--- src/design/tpvc_pkg.sv ---
// Shared types and constants for the triangle pair visibility cull block.
// Depends on nothing; imported by every module of the block.
package tpvc_pkg;

  localparam int W_NORM = 35;
  localparam int W_SUM  = 18;
  localparam int W_DIFF = 19;
  localparam int W_OFF  = 17;
  localparam int W_MA   = 36;
  localparam int W_MB   = 19;
  localparam int W_PROD = W_MA + W_MB;
  localparam int W_ACC  = 80;
  localparam int W_SQ   = 34;
  localparam int W_ROOT = 17;
  localparam int HI_SHIFT  = 18;
  localparam int DIV_SHIFT = 20;
  // ceil(2^20 / 3): exact floor(x / 3) for x < 2^19
  localparam logic signed [W_MA-1:0] RECIP3 = 36'sd349526;

  localparam logic CMD_LOAD = 1'b0;
  localparam logic CMD_TEST = 1'b1;

  typedef enum logic [3:0] {
    ST_IDLE,
    ST_LOAD_MUL,
    ST_DRAIN_LD,
    ST_FETCH_C,
    ST_FETCH_R,
    ST_CAP_R,
    ST_NN_MUL,
    ST_OD_MUL,
    ST_DIV_MUL,
    ST_SQ_MUL,
    ST_DRAIN_SQ,
    ST_SQRT,
    ST_FINISH
  } state_t;

  // marks products whose arrival triggers a capture
  typedef enum logic [2:0] {
    TAG_MISC,
    TAG_LD_Y0,
    TAG_LD_Z0,
    TAG_OD0,
    TAG_DIV0,
    TAG_DIV1,
    TAG_DIV2
  } tag_t;

  typedef struct packed {
    logic valid;
    logic acc_en;
    logic clr;
    logic sub;
    logic hi;
    tag_t tag;
  } mac_op_t;

  typedef struct packed {
    logic signed [W_NORM-1:0] nx;
    logic signed [W_NORM-1:0] ny;
    logic signed [W_NORM-1:0] nz;
    logic signed [W_SUM-1:0]  sx;
    logic signed [W_SUM-1:0]  sy;
    logic signed [W_SUM-1:0]  sz;
  } entry_t;

endpackage

--- src/design/tpvc_sqrt.sv ---
// Restoring integer square root, one result bit per cycle.
// Depends on tpvc_pkg for widths.
module tpvc_sqrt (
  input  logic                              clk,
  input  logic                              rst,
  input  logic                              start,
  input  logic [tpvc_pkg::W_SQ-1:0]         value,
  output logic                              done,
  output logic [tpvc_pkg::W_ROOT-1:0]       root
);
  import tpvc_pkg::*;

  logic [W_SQ-1:0] rad;
  logic [19:0]     rem;
  logic [19:0]     rem_next;
  logic [19:0]     trial;
  logic [4:0]      step;
  logic            busy;

  always_comb begin
    rem_next = {rem[17:0], rad[W_SQ-1 -: 2]};
    trial    = {1'b0, root, 2'b01};
  end

  always_ff @(posedge clk) begin
    if (rst) begin
      busy <= 1'b0;
      done <= 1'b0;
    end else begin
      done <= 1'b0;
      if (start) begin
        busy <= 1'b1;
        step <= 5'(W_ROOT - 1);
        rad  <= value;
        rem  <= '0;
        root <= '0;
      end else if (busy) begin
        rad <= rad << 2;
        if (rem_next >= trial) begin
          rem  <= rem_next - trial;
          root <= {root[W_ROOT-2:0], 1'b1};
        end else begin
          rem  <= rem_next;
          root <= {root[W_ROOT-2:0], 1'b0};
        end
        if (step == 5'd0) begin
          busy <= 1'b0;
          done <= 1'b1;
        end else begin
          step <= step - 5'd1;
        end
      end
    end
  end

endmodule
--- config.mk ---
export PLATFORM = sky130hd
export DESIGN_NAME = tpvc_sqrt
export DESIGN_NICKNAME = d
export VERILOG_FILES = /design/src/design/tpvc_pkg.sv /design/src/design/tpvc_sqrt.sv
export SDC_FILE = /design/constraint.sdc
export NUM_CORES = 1
export LEC_CHECK = 0
export BUFFER_PORTS_ARGS = -buffer_cell sky130_fd_sc_hd__buf_2
export CAP_MARGIN = 20
export CORE_MARGIN = 2
export CORE_UTILIZATION = 40
export CTS_BUF_LIST = sky130_fd_sc_hd__clkbuf_8
export CTS_CLUSTER_SIZE = 40
export DETAILED_ROUTE_END_ITERATION = 10
export GPL_TIMING_DRIVEN = 0
export PLACE_DENSITY = 0.69
export SLEW_MARGIN = 20
export SYNTH_ARGS = -nofsm -noshare
export SYNTH_HDL_FRONTEND = slang
export SYNTH_SLANG_ARGS = --single-unit
--- constraint.sdc ---
create_clock -name clk -period 6.3 [get_ports clk]
set_clock_uncertainty 0.05 [all_clocks]
set_input_delay 0.945 -clock clk [delete_from_list [all_inputs] [get_ports clk]]
set_output_delay 0.945 -clock clk [all_outputs]
set_load 0.03 [all_outputs]
==> results.toml <==
[route]
vias = 2853
routed_wl_um = 8310
dr.pass1.iters = 4
wl_per_cell_um = 15.1
drc_errors = 0
ant_nets = 0
via_per_inst = 5.19
drtIter0Drc = 106

[timing]
period_share = 0.457
slew_headroom = 0.488
tightestPinTransition_ps = 766
max_freq_mhz = 347
whs_ps = 489
finalHoldViolCount = 0
setup_viol = 0
post-route-min-period_ps = 2880
final.setup.tns_ps = 0
final_max_slew_viol_count = 0
grt_setup_unrepaired = "false"

[yosys]
synthDistinctLibCells = 52
yosysWarningCount = 0
synth_area_um2 = 4150
postSynth.topFlopCell = "edfxtp_1"
avgSynthCellArea_um2 = 12.1
synth-seq-cells = 76
syn_inst = 343
yosysSeqAreaShare = 0.545
synth_edf_count = 74
synth_nets = 400
synthArstFlopShare = 0

[critical_path]
crit_path_max_fanout = 10
start_kind = "flip-flop"
crit_arrival_ps = 2920
cp-end-kind = "flip-flop"
crit_type = "reg2reg"
cp.required_ps = 6340

[global_routing]
antenna_found_initial = 0
grtUsageTotal = 0.156
grt_pass1_wl_um = 13700
grt_pass1_vias = 2790
grt_max_degree = 30
grt-ovfl-total = 0

[clocking]
cts_buffer_depth = 2
cts_buffers = 9
ctsRootBufferMaster = "clkbuf_8"
post-cts-setup-buffer-count = 0
ctsHoldBuffers = 0
cts_max_level = 3
cts_resized = 0
clk_pin_slew_worst_paths_ps = 90
clk-insertion-delay-late_ps = 360
cts.sinks = 76
cts_tree = "built"

[power_and_ir_drop]
ir_drop_uv = 131
powerDensity_nw_per_um2 = 278
p_leak_nw = 1.97
total_power_mw = 1.35

[layout]
diodes = 0
nets = 466
fillers = 937
final_common_cell = "edfxtp_1"
area_delta_synth_final_pct = 17.0
mostFrequentLayoutCells = "edfxtp_1 (74), buf_2 (53), nor2_1 (46)"
regArea_um2 = 2260
layout-drive-gt1-share = 0.278
multi_input_area_um2 = 1710

[place]
detailed_place_hpwl_um = 5990
place.gp.congestion = 0.853
io_buffers = 53

[die]
row_count = 37
start_util = 0.407
fp.dieArea_um2 = 11200
top_level_ports = 55
core_region_area_um2 = 10200
die_width_um = 106
die_h_um = 106

[status]
status = "completed"

[hold_path]
holdCritPathClass = "reg2reg"

[run]
drv_cap = 0
[logic make-up (layout without fill, tap and decap cells)]
kind of cell | count (synthesis) | count (layout) | share of synthesized area
buf+inv | 42 | 113 | 0.0434
xor+xnor | 15 | 15 | 0.0317
flops | 76 | 76 | 0.545
compound gates | 62 | 62 | 0.115
simple gates | 88 | 88 | 0.0986
mux | 40 | 40 | 0.106
fa+ha+maj | 20 | 20 | 0.0603
[flip-flops by register name, summed over array words and instances (netlist names)]
name	flops
busy	1
done	1
rad	34
rem	18
root	17
step	5
[report_power, final]
part	internal (mW)	switching [mW]
sequential	0.606	0.0169
combinational	0.137	0.184
clock	0.195	0.212
[cells in the mapped netlist, drive strengths merged, types with 2 or more instances]
cell    instances  share of area
nand3           3         0.0036
and3            2         0.0030
a21o            9          0.016
and4            2         0.0042
a211oi          9          0.022
o221ai          2         0.0042
dfxtp           2         0.0097
nor3b           2         0.0036
or2             2         0.0030
clkbuf          9         0.0081
and2            2         0.0030
edfxtp         74           0.54
nor2           47          0.043
ha             20          0.060
nand2          11          0.010
nand4           3         0.0045
a21oi          11          0.013
o21a            5         0.0090
mux2           32          0.087
inv            27          0.024
nand2b          4         0.0060
a31oi           5         0.0075
mux2i           8          0.019
xor2            9          0.019
o21ai           7         0.0084
nor3            5         0.0060
buf             6          0.011
xnor2           6          0.013
[through the flow]
| step | setup slack (ps) | instances | instance area, µm² | util |
|---|---|---|---|---|
| finish | 3420 | 550 | 4850 | 0.477 |
| floorplan | 1290 | 343 | 4150 | - |
| detailed placement | 3030 | 534 | 4640 | 0.456 |
| global placement | -199 | 532 | 4580 | 0.450 |
| CTS | 3420 | 550 | 4850 | 0.477 |
| global route | 3240 | 550 | 4850 | 0.477 |
[path summary, 6_finish.rpt]
check / startpoint / to / slack, ps / depth (start not counted)
worst max register to register: root[0] / rem[3] / 3420 / 9
worst min register to register: busy / done / 490 / 1
worst min-delay path: busy / done / 490 / 1
worst max-delay path: root[0] / rem[3] / 3420 / 9
[critical path, cell delays in order (launching register included)]
cell      delay, ps
edfxtp_1        420
inv_1           100
ha_1            350
nand2b_1        130
a2111o_1        440
a21bo_1         270
a22oi_4         340
buf_8           210
mux2i_1         220
nor2_1           60
[layout make-up]
cell class | count | area share
Buffer | 15 | 0.0162
Clock buffer | 9 | 0.0255
Clock inverter | 7 | 0.0186
Inverter | 27 | 0.0209
Multi-Input combinational cell | 225 | 0.353
Sequential cell | 76 | 0.466
Tap cell | 136 | 0.0351
Timing Repair Buffer | 55 | 0.0644
[routing by layer]
metal	global-route usage	wire length, µm	up-vias
met4	0.0414	73	0
met3	0.0489	568	8
met1	0.205	3820	1357
met5	0	0	-
li1	-	-	1404
met2	0.252	3850	84
Note: power is estimated with default switching activity, not from simulation.
