===== config.mk =====
export PLATFORM = sky130hd
export DESIGN_NAME = tpvc_mac
export DESIGN_NICKNAME = d
export VERILOG_FILES = /design/src/design/tpvc_pkg.sv /design/src/design/tpvc_mac.sv
export SDC_FILE = /design/constraint.sdc
export NUM_CORES = 2
export LEC_CHECK = 0
export BUFFER_PORTS_ARGS = -buffer_cell sky130_fd_sc_hd__clkbuf_2
export CAP_MARGIN = 20
export CORE_UTILIZATION = 31
export DETAILED_ROUTE_END_ITERATION = 16
export HOLD_SLACK_MARGIN = 0.12
export SYNTH_ARGS = -nofsm -noshare
export SYNTH_HDL_FRONTEND = slang
export SYNTH_SLANG_ARGS = --single-unit
export TNS_END_PERCENT = 1

===== constraint.sdc =====
create_clock -name clk -period 6.1 [get_ports clk]
set_input_delay 0 -clock clk [delete_from_list [all_inputs] [get_ports clk]]
set_output_delay 0 -clock clk [all_outputs]
set_load 0.01 [all_outputs]

===== src/design/tpvc_pkg.sv =====
// Shared types and constants for the triangle pair visibility cull block.
// Depends on nothing; imported by every module of the block.
package tpvc_pkg;

  localparam int W_NORM = 35;
  localparam int W_SUM  = 18;
  localparam int W_DIFF = 19;
  localparam int W_OFF  = 17;
  localparam int W_MA   = 36;
  localparam int W_MB   = 19;
  localparam int W_PROD = W_MA + W_MB;
  localparam int W_ACC  = 80;
  localparam int W_SQ   = 34;
  localparam int W_ROOT = 17;
  localparam int HI_SHIFT  = 18;
  localparam int DIV_SHIFT = 20;
  // ceil(2^20 / 3): exact floor(x / 3) for x < 2^19
  localparam logic signed [W_MA-1:0] RECIP3 = 36'sd349526;

  localparam logic CMD_LOAD = 1'b0;
  localparam logic CMD_TEST = 1'b1;

  typedef enum logic [3:0] {
    ST_IDLE,
    ST_LOAD_MUL,
    ST_DRAIN_LD,
    ST_FETCH_C,
    ST_FETCH_R,
    ST_CAP_R,
    ST_NN_MUL,
    ST_OD_MUL,
    ST_DIV_MUL,
    ST_SQ_MUL,
    ST_DRAIN_SQ,
    ST_SQRT,
    ST_FINISH
  } state_t;

  // marks products whose arrival triggers a capture
  typedef enum logic [2:0] {
    TAG_MISC,
    TAG_LD_Y0,
    TAG_LD_Z0,
    TAG_OD0,
    TAG_DIV0,
    TAG_DIV1,
    TAG_DIV2
  } tag_t;

  typedef struct packed {
    logic valid;
    logic acc_en;
    logic clr;
    logic sub;
    logic hi;
    tag_t tag;
  } mac_op_t;

  typedef struct packed {
    logic signed [W_NORM-1:0] nx;
    logic signed [W_NORM-1:0] ny;
    logic signed [W_NORM-1:0] nz;
    logic signed [W_SUM-1:0]  sx;
    logic signed [W_SUM-1:0]  sy;
    logic signed [W_SUM-1:0]  sz;
  } entry_t;

endpackage


===== src/design/tpvc_mac.sv =====
// Shared 36x19 signed multiplier with registered product and 80-bit accumulator.
// Depends on tpvc_pkg for the operation descriptor.
module tpvc_mac (
  input  logic                                 clk,
  input  logic                                 rst,
  input  tpvc_pkg::mac_op_t                    op,
  input  logic signed [tpvc_pkg::W_MA-1:0]     a,
  input  logic signed [tpvc_pkg::W_MB-1:0]     b,
  output logic signed [tpvc_pkg::W_PROD-1:0]   prod,
  output tpvc_pkg::mac_op_t                    prod_op,
  output logic signed [tpvc_pkg::W_ACC-1:0]    acc
);
  import tpvc_pkg::*;

  logic signed [W_ACC-1:0] term;
  logic signed [W_ACC-1:0] base;

  always_comb begin
    term = W_ACC'(prod);
    if (prod_op.hi) begin
      term = term <<< HI_SHIFT;
    end
    base = prod_op.clr ? '0 : acc;
  end

  always_ff @(posedge clk) begin
    prod <= a * b;
    if (rst) begin
      prod_op <= '0;
    end else begin
      prod_op <= op;
    end
    if (prod_op.valid && prod_op.acc_en) begin
      acc <= prod_op.sub ? base - term : base + term;
    end
  end

endmodule


==> summary by stage <==
Clock tree
Clock-pin slew was measured on the worst setup and hold paths at 70 ps. The root buffer cell is sky130_fd_sc_hd__clkbuf_16. The maximum count of clock buffers along a single path is 2. The tree built by TritonCTS fans out to 143 sinks. TritonCTS built the clock tree. The H-tree generated during clock tree synthesis spans 4 levels. The source-to-sink clock delay at the later pin of the worst-skew pair is about 470 ps. Clock tree synthesis inserted a total of 17 buffers.

Global route
Across every metal layer, demand over resource in global routing totals 0.193. The initial antenna violation count is 12. The total overflow left after global routing is 0. The via count of the first global-routing pass is 29400. The first-pass GRT wire length is 170000 um. The largest net degree at the start of global routing is 82.

Yosys
The largest family of logic cells by synthesized area is adder cells. Yosys mapped a number of flops with a built-in enable equal to 80. The synthesized design contains 143 register bits. The synthesized netlist contains 81 unique library cells. The fraction of registers with async set or reset after synthesis is 0.

Of the total synthesized cell area, the portion taken by AND, OR, NAND and NOR gates is 0.187. The cell count after synthesis came out at slightly below 4000. Dividing the synthesized area by the synthesized cell count gives 8.88 um2. The net count after synthesis is 4882. The Yosys step of the flow raised 0 warnings. The post-synthesis share of cell area spent on full adders, half adders and majority gates is 0.459. The mapped netlist covers 34900 um2. After synthesis, the share of cell area in mux cells is 0.00928. The fraction of the mapped netlist area in compound gates is 0.101. The sequential share of the synthesized area is 0.105. For this run, the leading register cell type out of synthesis is sky130_fd_sc_hd__edfxtp_1. Of the total synthesized cell area, the portion taken by XOR and XNOR cells is 0.0477.

Critical path
Along the worst path, the maximum fanout reaches 8. The arrival time of data at the critical path endpoint is between 6000 and 7000 ps. The number of cells on the worst reg-to-reg path is 22.

For the worst setup path, the data required time is 6510 ps. For flop-to-flop paths, the worst setup slack is approximately 250 ps. The worst setup path is captured at a flip-flop. The critical path in this run is classified as input port to flip-flop. The startpoint kind of the worst setup timing path is an input port.

STA
The final hold violation count is 0. The final setup skew is 21.3 ps. The count of final max-slew check failures came to 0. The transition at the pin with the smallest max-transition slack is 897 ps. Setup repair after global routing could not meet its margin everywhere. The final setup violation count is 0. The final clock period utilization by the worst path is 0.984. After layout, the minimum clock period comes to 6000 ps. For this run, the top clock speed supported by timing is 0.167 GHz. After layout, the worst setup slack is around 96 ps.

The worst pin sits at a relative slew slack of 0.400.

Floorplanning
The number of top-level pins is between 200 and 250. From left edge to right edge, the die measures roughly 340 um. The initial core utilization is 0.314. The total number of placement rows is 122. In this run the standard cell core region covers 111000 um2. Measured along the y axis, the die boundary spans 338 um.

The floorplan step defined a die boundary enclosing 114000 um2.

Route
The first-pass iteration count of the detailed router is 6. The mean number of vias per cell is 4.92. The routed design has 112000 um of wire. The detailed-route via count is 28700. The number of remaining DRC errors is 0. The initial DRC count is around 1900. Dividing the detail-routed wire length by the instance count gives around 19 um. The count of nets left with antenna violations after detail routing is 0.

Layout
The area growth from synthesis to layout is 18.4%. Leaving out fill and tap cells, the most frequent cell in the layout is sky130_fd_sc_hd__fa_1. In the final design database the tool counted between 5000 and 6000 nets. In the layout the commonest cells are sky130_fd_sc_hd__fa_1 (649), sky130_fd_sc_hd__inv_1 (622), sky130_fd_sc_hd__nand2_1 (440), sky130_fd_sc_hd__buf_4 (330), sky130_fd_sc_hd__and2_1 (312). The ratio of cells with drive above 1 in the final layout is 0.162.

Placed design
The worst slack after detailed placement is -708 ps. Summed over all nets, the half-perimeter wirelength after detailed placement is about 95000 um. The total of buffers placed on input and output ports is 207. The final weighted congestion of routability-driven global placement is 0.979.

Flow run
The max-cap violation count is 0.

Outcome
The flow ran to the end, and the final reports show no timing, DRC or antenna violations.

Min path
In this run the worst hold path is classified as input port to flip-flop. The worst hold path passes through 4 cells.
flip-flops by register name, summed over array words and instances, names as in the netlist:
signal,count
acc,80
prod_op,8
prod,55
routing by layer:
metal	wire (um)	part of all wire	vias to the layer above	track usage
met2	52000	0.46	1021	0.318
met5	94	0.00084	-	0
li1	-	-	13200	-
met1	48500	0.43	14300	0.264
met4	2610	0.023	18	0.0437
met3	8630	0.077	140	0.0314
stage by stage:
stage | utilization | hold WS, ps | TNS (ps) | cells | cell area, um2
final | 0.372 | 274 | 0 | 5834 | 41300
after detailed placement | 0.358 | 216 | -12060 | 5762 | 39800
after CTS | 0.365 | 307 | -99.9 | 5810 | 40600
after global routing | 0.372 | 304 | -471 | 5830 | 41300
after global placement | 0.358 | 209 | -10720 | 5762 | 39800
after floorplan | - | 71.6 | -439 | 3931 | 35000
critical path, stage by stage:
cell and delay [ps]:
sky130_fd_sc_hd__buf_6 120, sky130_fd_sc_hd__buf_12 150, sky130_fd_sc_hd__buf_4 140, sky130_fd_sc_hd__and2_1 150, sky130_fd_sc_hd__fa_1 510, sky130_fd_sc_hd__fa_1 530, sky130_fd_sc_hd__fa_2 650, sky130_fd_sc_hd__fa_1 470
sky130_fd_sc_hd__fa_1 490, sky130_fd_sc_hd__fa_1 510, sky130_fd_sc_hd__ha_4 330, sky130_fd_sc_hd__ha_4 210, sky130_fd_sc_hd__a21o_1 180, sky130_fd_sc_hd__a21oi_2 140, sky130_fd_sc_hd__o21ai_2 70, sky130_fd_sc_hd__a211o_1 340
sky130_fd_sc_hd__or3_4 430, sky130_fd_sc_hd__nand4b_1 170, sky130_fd_sc_hd__a21o_1 230, sky130_fd_sc_hd__buf_6 140, sky130_fd_sc_hd__a211oi_4 60, sky130_fd_sc_hd__nor4b_2 270, sky130_fd_sc_hd__nand3b_1 130
path summary, 6_finish.rpt:
kind         startpoint        to
max reg2reg  prod_op[3]   acc[79]
max               b[16]  prod[52]
min reg2reg  prod_op[6]   acc[15]
min                a[0]   prod[0]
layout make-up:
type	count	area, um2
clock buffer	17	425
timing repair buffer	584	4370
fill	11400	69800
clock inverter	15	164
sequential	143	3670
multi-input combinational	2955	28500
inverter	628	2360
antenna	4	10.0
tap	1488	1860
cell families after synthesis:
logic type	after synthesis
xor gates and xnor gates	190
muxes	32
DFF	143
AOI/OAI and AO/OA	558
adders and majority gates	886
and+or+nand+nor	1289
buffers and inverters	833
cells in the mapped netlist (5+ instances only):
master	count	area [um2]
sky130_fd_sc_hd__a211o_1	6	52.6
sky130_fd_sc_hd__a211oi_1	15	113
sky130_fd_sc_hd__a21boi_0	5	37.5
sky130_fd_sc_hd__a21o_1	87	653
sky130_fd_sc_hd__a21oi_1	206	1030
sky130_fd_sc_hd__a31o_2	7	61.3
sky130_fd_sc_hd__a31oi_1	31	194
sky130_fd_sc_hd__and2_1	322	2010
sky130_fd_sc_hd__and3_1	20	125
sky130_fd_sc_hd__and4_1	10	87.6
sky130_fd_sc_hd__buf_1	8	30.0
sky130_fd_sc_hd__buf_2	5	25.0
sky130_fd_sc_hd__clkbuf_1	187	702
sky130_fd_sc_hd__dfxtp_1	63	1260
sky130_fd_sc_hd__edfxtp_1	80	2400
sky130_fd_sc_hd__fa_1	659	13200
sky130_fd_sc_hd__ha_1	227	2840
sky130_fd_sc_hd__inv_1	626	2350
sky130_fd_sc_hd__mux2i_1	29	290
sky130_fd_sc_hd__nand2_1	440	1650
sky130_fd_sc_hd__nand2b_1	32	200
sky130_fd_sc_hd__nand3_1	29	145
sky130_fd_sc_hd__nand4_1	34	213
sky130_fd_sc_hd__nor2_1	176	661
sky130_fd_sc_hd__nor2b_1	110	688
sky130_fd_sc_hd__nor3_1	57	285
sky130_fd_sc_hd__nor3b_1	7	52.6
sky130_fd_sc_hd__nor4_1	15	93.8
sky130_fd_sc_hd__o211ai_1	11	82.6
sky130_fd_sc_hd__o21a_1	15	113
sky130_fd_sc_hd__o21ai_0	86	430
sky130_fd_sc_hd__o21bai_1	15	113
sky130_fd_sc_hd__o22ai_1	5	31.3
sky130_fd_sc_hd__o31ai_1	12	90.1
sky130_fd_sc_hd__o32ai_1	7	61.3
sky130_fd_sc_hd__or2_2	7	43.8
sky130_fd_sc_hd__or3_1	11	68.8
sky130_fd_sc_hd__xnor2_1	85	744
sky130_fd_sc_hd__xor2_1	105	920
what timing repair did:
item | 4_1_cts | 5_1_grt
hold buffers | 16 | 0
setup endpoints to repair | 15 | 27
cloned | 0 | 5
setup buffers | 0 | 17
resized for setup | 9 | 142
hold endpoints to repair | 8 | 0
pin swaps | 5 | 72
Power is left out: the tool's default activity adds up to more than one toggle a clock period on the data nets, which glitch-free logic cannot reach.
